$ cat config.mk
export PLATFORM = sky130hd
export DESIGN_NAME = rvu_sqrt
export DESIGN_NICKNAME = d
export VERILOG_FILES = /design/src/rtl/rvu_sqrt.sv
export SDC_FILE = /design/constraint.sdc
export NUM_CORES = 2
export LEC_CHECK = 0
export BUFFER_PORTS_ARGS = -buffer_cell sky130_fd_sc_hd__buf_2
export CAP_MARGIN = 20
export CORE_MARGIN = 5
export CORE_UTILIZATION = 56
export CTS_BUF_LIST = sky130_fd_sc_hd__clkbuf_8 sky130_fd_sc_hd__clkbuf_16
export DETAILED_ROUTE_END_ITERATION = 6
export GPL_TIMING_DRIVEN = 0
export PLACE_DENSITY_LB_ADDON = 0.25
export SYNTH_ARGS = -nofsm -noshare
export SYNTH_HDL_FRONTEND = slang
export SYNTH_SLANG_ARGS = --single-unit
$ cat constraint.sdc
create_clock -name i_clk -period 2.8 [get_ports i_clk]
set_clock_uncertainty 0.05 [all_clocks]
set_input_delay 0.56 -clock i_clk [delete_from_list [all_inputs] [get_ports i_clk]]
set_output_delay 0.56 -clock i_clk [all_outputs]
set_load 0.01 [all_outputs]
$ cat src/rtl/rvu_sqrt.sv
// Pipelined integer square root, one result bit per stage.
// Floor of sqrt(i_rad); a side payload travels alongside.
module rvu_sqrt #(
    parameter int ROOT_W = 21,
    parameter int PAY_W  = 8
) (
    input  logic                  i_clk,
    input  logic                  i_rst_n,
    input  logic                  i_valid,
    input  logic [2*ROOT_W-1:0]   i_rad,
    input  logic [PAY_W-1:0]      i_pay,
    output logic                  o_valid,
    output logic [ROOT_W-1:0]     o_root,
    output logic [PAY_W-1:0]      o_pay
);

    localparam int REM_W = ROOT_W + 3;

    logic                  r_vld  [ROOT_W+1];
    logic [2*ROOT_W-1:0]   r_rad  [ROOT_W+1];
    logic [REM_W-1:0]      r_rem  [ROOT_W+1];
    logic [ROOT_W-1:0]     r_root [ROOT_W+1];
    logic [PAY_W-1:0]      r_pay  [ROOT_W+1];

    // stage 0 is the input itself
    always_comb begin
        r_vld[0]  = i_valid;
        r_rad[0]  = i_rad;
        r_rem[0]  = '0;
        r_root[0] = '0;
        r_pay[0]  = i_pay;
    end

    for (genvar g = 0; g < ROOT_W; g++) begin : g_stage
        logic [REM_W-1:0]  n_rem_sh;
        logic [REM_W-1:0]  n_trial;
        logic              n_ge;

        // bring down two radicand bits, try root bit one
        always_comb begin
            n_rem_sh = {r_rem[g][REM_W-3:0], r_rad[g][2*ROOT_W-1 -: 2]};
            n_trial  = {1'b0, r_root[g], 2'b01};
            n_ge     = (n_rem_sh >= n_trial);
        end

        always_ff @(posedge i_clk) begin
            if (!i_rst_n) begin
                r_vld[g+1] <= 1'b0;
            end else begin
                r_vld[g+1] <= r_vld[g];
            end
        end

        always_ff @(posedge i_clk) begin
            r_rad[g+1]  <= {r_rad[g][2*ROOT_W-3:0], 2'b00};
            r_rem[g+1]  <= n_ge ? (n_rem_sh - n_trial) : n_rem_sh;
            r_root[g+1] <= {r_root[g][ROOT_W-2:0], n_ge};
            r_pay[g+1]  <= r_pay[g];
        end
    end

    assign o_valid = r_vld[ROOT_W];
    assign o_root  = r_root[ROOT_W];
    assign o_pay   = r_pay[ROOT_W];

endmodule

Yosys cells after proc, flatten, opt, wreduce, memory -nomap -nowiden

Cells that the tools add are included.

Add/subtract/negate cells: 20
Muxes and demuxes: 20
Order comparisons: 21

Operators with widths:

| kind             | count |
|---|---|
| $mux 22          | 19 |
| $ge 24x10->1     | 1 |
| $ge 24x11->1     | 1 |
| $ge 24x12->1     | 1 |
| $ge 24x13->1     | 1 |
| $ge 24x14->1     | 1 |
| $ge 24x15->1     | 1 |
| $ge 24x16->1     | 1 |
| $ge 24x17->1     | 1 |
| $ge 24x18->1     | 1 |
| $ge 24x19->1     | 1 |
| $ge 24x20->1     | 1 |
| $ge 24x21->1     | 1 |
| $ge 24x22->1     | 1 |
| $ge 24x3->1      | 1 |
| $ge 24x4->1      | 1 |
| $ge 24x5->1      | 1 |
| $ge 24x6->1      | 1 |
| $ge 24x7->1      | 1 |
| $ge 24x8->1      | 1 |
| $ge 24x9->1      | 1 |
| $sub 22x10->22   | 1 |
| $sub 22x11->22   | 1 |
| $sub 22x12->22   | 1 |
| 19 further kinds | 19 |

Flip-flop bits (word level): 1261
Input port bits: 53
Word-level logic and storage cells: 165
Output and inout port bits: 30

Longest topological paths before layout

Depth in word-level cells: 2
Depth in mapped cells: 13
Depth with buffers taken out: 10

Least setup slack after synthesis

No wires, ideal clock.

Kind: flip-flop to flip-flop
Start point: reg r_root (netlist bit g_stage[19].n_trial[3])
End point: reg r_rem (netlist bit g_stage[20].n_rem_sh[11])
Data required time: 2629 ps
Setup slack: -117 ps
Arrival time: 2746 ps
Buffers on the path: 2
Setup time: 121 ps
Stages on the path, launching flop included: 12
Period minus slack after synthesis: 2917 ps
Cell sequence: dfxtp_1 > inv_1 > ha_1 > o21ai_0 > a21oi_1 > o32ai_1 > a21oi_1 > o211ai_1 > and2_1 > clkbuf_1 > buf_2 > mux2_2

Longest elaborated chain between the ends: 2
Elaborated cells on any way between the ends: 3
Those cells by class: add/sub: 1; order compare: 1; mux: 1

RTL lines:

| what                                                  | RTL line | source |
|---|---|---|
| from (decl)                                           | 22       | `logic [ROOT_W-1:0] r_root [ROOT_W+1];` |
| from (signal, indexed assignment)                     | 57       | `r_root[g+1] <= {r_root[g][ROOT_W-2:0], n_ge};` |
| $sub 22x21->22 / $ge 24x21->1 (equally long branches) | 56, 43   |  |
| $mux 22 *                                             | 56       | `r_rem[g+1] <= n_ge ? (n_rem_sh - n_trial) : n_rem_sh;` |
| to (signal, indexed assignment)                       | 56       |  |
| to (decl)                                             | 21       | `logic [REM_W-1:0] r_rem [ROOT_W+1];` |

Every way passes the cells marked *; elsewhere a longest branch is shown, timed or not.
A chain may end at the register's enable or synchronous reset.

Worst setup path in the final report

Start point: reg r_rem (netlist bit g_stage[5].n_rem_sh[10])
End point: reg r_rem (netlist bit g_stage[6].n_rem_sh[6])

Longest elaborated chain between the ends: 2

RTL lines:

| what        | RTL line | source |
|---|---|---|
| $ge 24x7->1 | 43       | `n_ge = (n_rem_sh >= n_trial);` |
| $mux 22     | 56       |  |

Every way passes these cells.

==> Flow_metrics.wiki <==
{| class="wikitable"
! Metric !! Value
|-
| Placed Cells || 5100
|-
| Worst-case vdd ir drop || 0.0007120 V
|-
| Post-layout total power || 47300 uW
|-
| Worst rel slew slack || 0.4990
|-
| Cell area power density || 945.1 nW/um^2
|-
| Chip Width || 286.7 um
|-
| Number of global-route vias before repair || 27710
|-
| Clock buffer depth || 3
|-
| Number of top-level pins || 83
|-
| Hold/Removal Path Class || in2reg
|-
| Status || finished, violations left
|-
| Synth Instances || 3987
|-
| Layout cell share with drive strength beyond 1 || 0.1243
|-
| Floorplan die area || 82220 um^2
|-
| Number of register bits inferred by synthesis || 1252
|-
| Total via count after detailed routing || 28002
|-
| Number of rows in the core area || 101
|-
| Worst-path fanout max || 7
|-
| Clock tree from TritonCTS || built
|-
| Req. time, crit path || 3320 ps
|-
| RSZ-0062 raised after global routing || true
|-
| Critical path startpoint category || flip-flop
|-
| Number of nets produced by synthesis || 4293
|-
| Total congestion overflow || 0
|-
| Synthesis Warnings || 0
|-
| TritonRoute pass-1 iters || 6
|-
| Max-capacitance violation count || 0
|-
| Vias per cell || 5.192
|-
| Clock tree root buffer cell || sky130_fd_sc_hd__clkbuf_16
|-
| TritonCTS Buffers || 118
|-
| Layout Cells excl Fill || 5393
|-
| Violations in the final reports || negative setup slack
|-
| I/O Buffers || 82
|-
| Arrival time of data at the critical path endpoint || 3320 ps
|-
| Global router's overall resource usage || 0.1981
|-
| Die extent in y || 286.7 um
|-
| Dpl ws || -938.0 ps
|-
| Fraction of the yosys area taken by sequential cells || 0.5844
|-
| Initial DRC count || 1555
|-
| Global placement routability congestion || 0.9190
|-
| Number of enable flip-flop cells after synthesis || 0
|-
| Final Hold Vio Count || 0
|-
| Crit path capture type || flip-flop
|-
| Residual DRC || 0
|-
| Final critical delay including setup and external delays || 2802 ps
|-
| Detailed Route WL || 82620 um
|-
| Maximum number of pins on one net before global-route repair || 20
|-
| Routed Antenna Nets || 0
|-
| Netlist area before placement || 42890 um^2
|-
| Clock slew at the register clock pins of the worst setup and hold paths || 60 ps
|-
| Max-slew violation total from the final report || 0
|-
| Post-synthesis async set-or-reset flop share || 0
|-
| Antenna violations before repair || 1
|-
| Placed wire-length estimate || 57350 um
|-
| Average cell area after synthesis || 10.76 um^2
|-
| Top FF cell, synth || sky130_fd_sc_hd__dfxtp_1
|-
| Worst skew pair latency || 710 ps
|-
| Effective utilization at floorplan || 0.5647
|-
| Area Overhead vs Synth || 16.70%
|-
| Final worst path period share || 1.001
|-
| Final setup violation count || 1
|-
| Transition time of the tightest slew-check pin || 745.7 ps
|-
| Routed length per instance || 15.32 um
|-
| Core box area || 75950 um^2
|-
| Setup TNS after final layout || -1.784 ps
|-
| Maximum clock rate || 0.3569 GHz
|-
| Unique cell type count in the Yosys netlist || 80
|-
| Final Net Count || 4563
|-
| Sink Count || 1252
|-
| Final setup margin || -1.784 ps
|-
| Static leakage || 0.02310 uW
|-
| Crit Path Class || reg2reg
|-
| CTS H-tree lvls || 3
|-
| First-pass GRT wire length || 135600 um
|}
[placed cells by master, fill, tap and decap left out, drive strengths merged, types with 18 or more instances in the layout]
cell,synthesis,layout
o31ai,32,32
and3,18,18
a21o,61,61
nand2,201,201
inv,313,348
xor2,134,134
or3,40,40
and2,35,35
clkinv,3,31
a21oi,220,220
nand4,48,48
nor2b,41,41
dlygate4sd3,0,51
mux2,72,72
nor3,94,94
xnor2,167,167
o21ai,160,160
a211oi,18,18
dfxtp,1252,1252
nor2,248,248
a31oi,22,22
or4,20,20
o211ai,24,24
nand3,74,74
o21a,68,68
clkbuf,53,188
buf,22,133
ha,253,253
nor4,55,55
nand2b,42,42
[area by class of cell]
cell class / count / area, um^2
clock buffer: 147 / 3352
inverter: 316 / 1191
sequential: 1252 / 25070
antenna: 2 / 5.005
fill: 5722 / 25900
tap: 1030 / 1289
multi-input combinational: 2344 / 16820
timing repair buffer: 159 / 1117
buffer: 66 / 387.9
clock inverter: 77 / 818.3
[metrics by stage]
stage / utilization / hold WS, ps / instance area (um^2)
2_1_floorplan: - / 259.6 / 42900
5_1_grt: 0.6590 / 49.61 / 50050
6_report: 0.6590 / 65.89 / 50050
3_3_place_gp: 0.5872 / 259.5 / 44600
3_5_place_dp: 0.5872 / 262.1 / 44600
4_1_cts: 0.6541 / 31.76 / 49680
[power breakdown]
| group | internal (uW) | switching, uW |
|---|---|---|
| clock network | 9480 | 6840 |
| registers | 20600 | 1870 |
| logic | 4030 | 4450 |
[cells by family (layout without fill, tap and decap cells)]
logic type	after synthesis	after routing	share of synthesized area
AOI/OAI and AO/OA	717	717	0.1062
xor gates and xnor gates	301	301	0.06147
adders and majority gates	253	253	0.07381
buffers and inverters	391	765	0.03512
DFF	1252	1252	0.5844
muxes	82	82	0.02124
other	1	3	0.00008744
and+or+nand+nor	990	990	0.1177
[path summary, 6_finish.rpt]
path	from	endpoint	slack [ps]	cells after the start
worst max-delay path	g_stage[5].n_rem_sh[10]	g_stage[6].n_rem_sh[6]	-2	7
worst min-delay path	i_rst_n	r_vld[20]	70	2
worst max register to register	g_stage[5].n_rem_sh[10]	g_stage[6].n_rem_sh[6]	-2	7
worst min register to register	g_stage[14].n_trial[3]	g_stage[15].n_trial[4]	250	0
[flip-flops by register name (all words and copies together), names as in the netlist]
name	cells
g_stage.n_rem_sh	452
r_rad	380
o_pay	8
r_vld	20
r_pay	160
o_root	21
g_stage.n_trial	210
o_valid	1
[Yosys cell counts, types with 41 or more instances]
| library cell | instances | area, um^2 |
|---|---|---|
| sky130_fd_sc_hd__nor4_1 | 55 | 344.1 |
| sky130_fd_sc_hd__nor3_1 | 93 | 465.5 |
| sky130_fd_sc_hd__dfxtp_1 | 1252 | 25060 |
| sky130_fd_sc_hd__a21o_1 | 61 | 457.9 |
| sky130_fd_sc_hd__xnor2_1 | 167 | 1463 |
| sky130_fd_sc_hd__o21a_1 | 68 | 510.5 |
| sky130_fd_sc_hd__ha_1 | 253 | 3166 |
| sky130_fd_sc_hd__nand4_1 | 48 | 300.3 |
| sky130_fd_sc_hd__nor2b_1 | 41 | 256.5 |
| sky130_fd_sc_hd__nand3_1 | 74 | 370.4 |
| sky130_fd_sc_hd__clkbuf_1 | 53 | 198.9 |
| sky130_fd_sc_hd__xor2_1 | 134 | 1174 |
| sky130_fd_sc_hd__nor2_1 | 247 | 927.1 |
| sky130_fd_sc_hd__inv_1 | 311 | 1167 |
| sky130_fd_sc_hd__a21oi_1 | 220 | 1101 |
| sky130_fd_sc_hd__o21ai_0 | 160 | 800.8 |
| sky130_fd_sc_hd__nand2b_1 | 42 | 262.8 |
| sky130_fd_sc_hd__nand2_1 | 201 | 754.5 |
| sky130_fd_sc_hd__mux2_2 | 72 | 810.8 |
[critical path, stage by stage, from the launching register on]
cell                       delay, ps
sky130_fd_sc_hd__dfxtp_2         320
sky130_fd_sc_hd__or4_4           520
sky130_fd_sc_hd__or3_4           350
sky130_fd_sc_hd__or4_4           450
sky130_fd_sc_hd__nor3_4          250
sky130_fd_sc_hd__o211ai_4        140
sky130_fd_sc_hd__nor2_4          280
sky130_fd_sc_hd__mux2_4          330
[timing repair]
action / CTS / global route
setup buffers: 16 / 9
endpoints found under the hold margin: 51 / 0
resized for setup: 92 / 88
endpoints found under the setup margin: 233 / 187
hold buffers: 51 / 0
pin swaps: 11 / 15
[per-layer routing]
metal	vias up	GRT usage	routed length [um]
li1	14226	-	-
met1	13019	0.2441	35520
met2	563	0.3528	40880
met3	194	0.03034	3483
met4	0	0.07189	2739
met5	-	0	0
No activity file was read; power rests on OpenSTA's default activity.
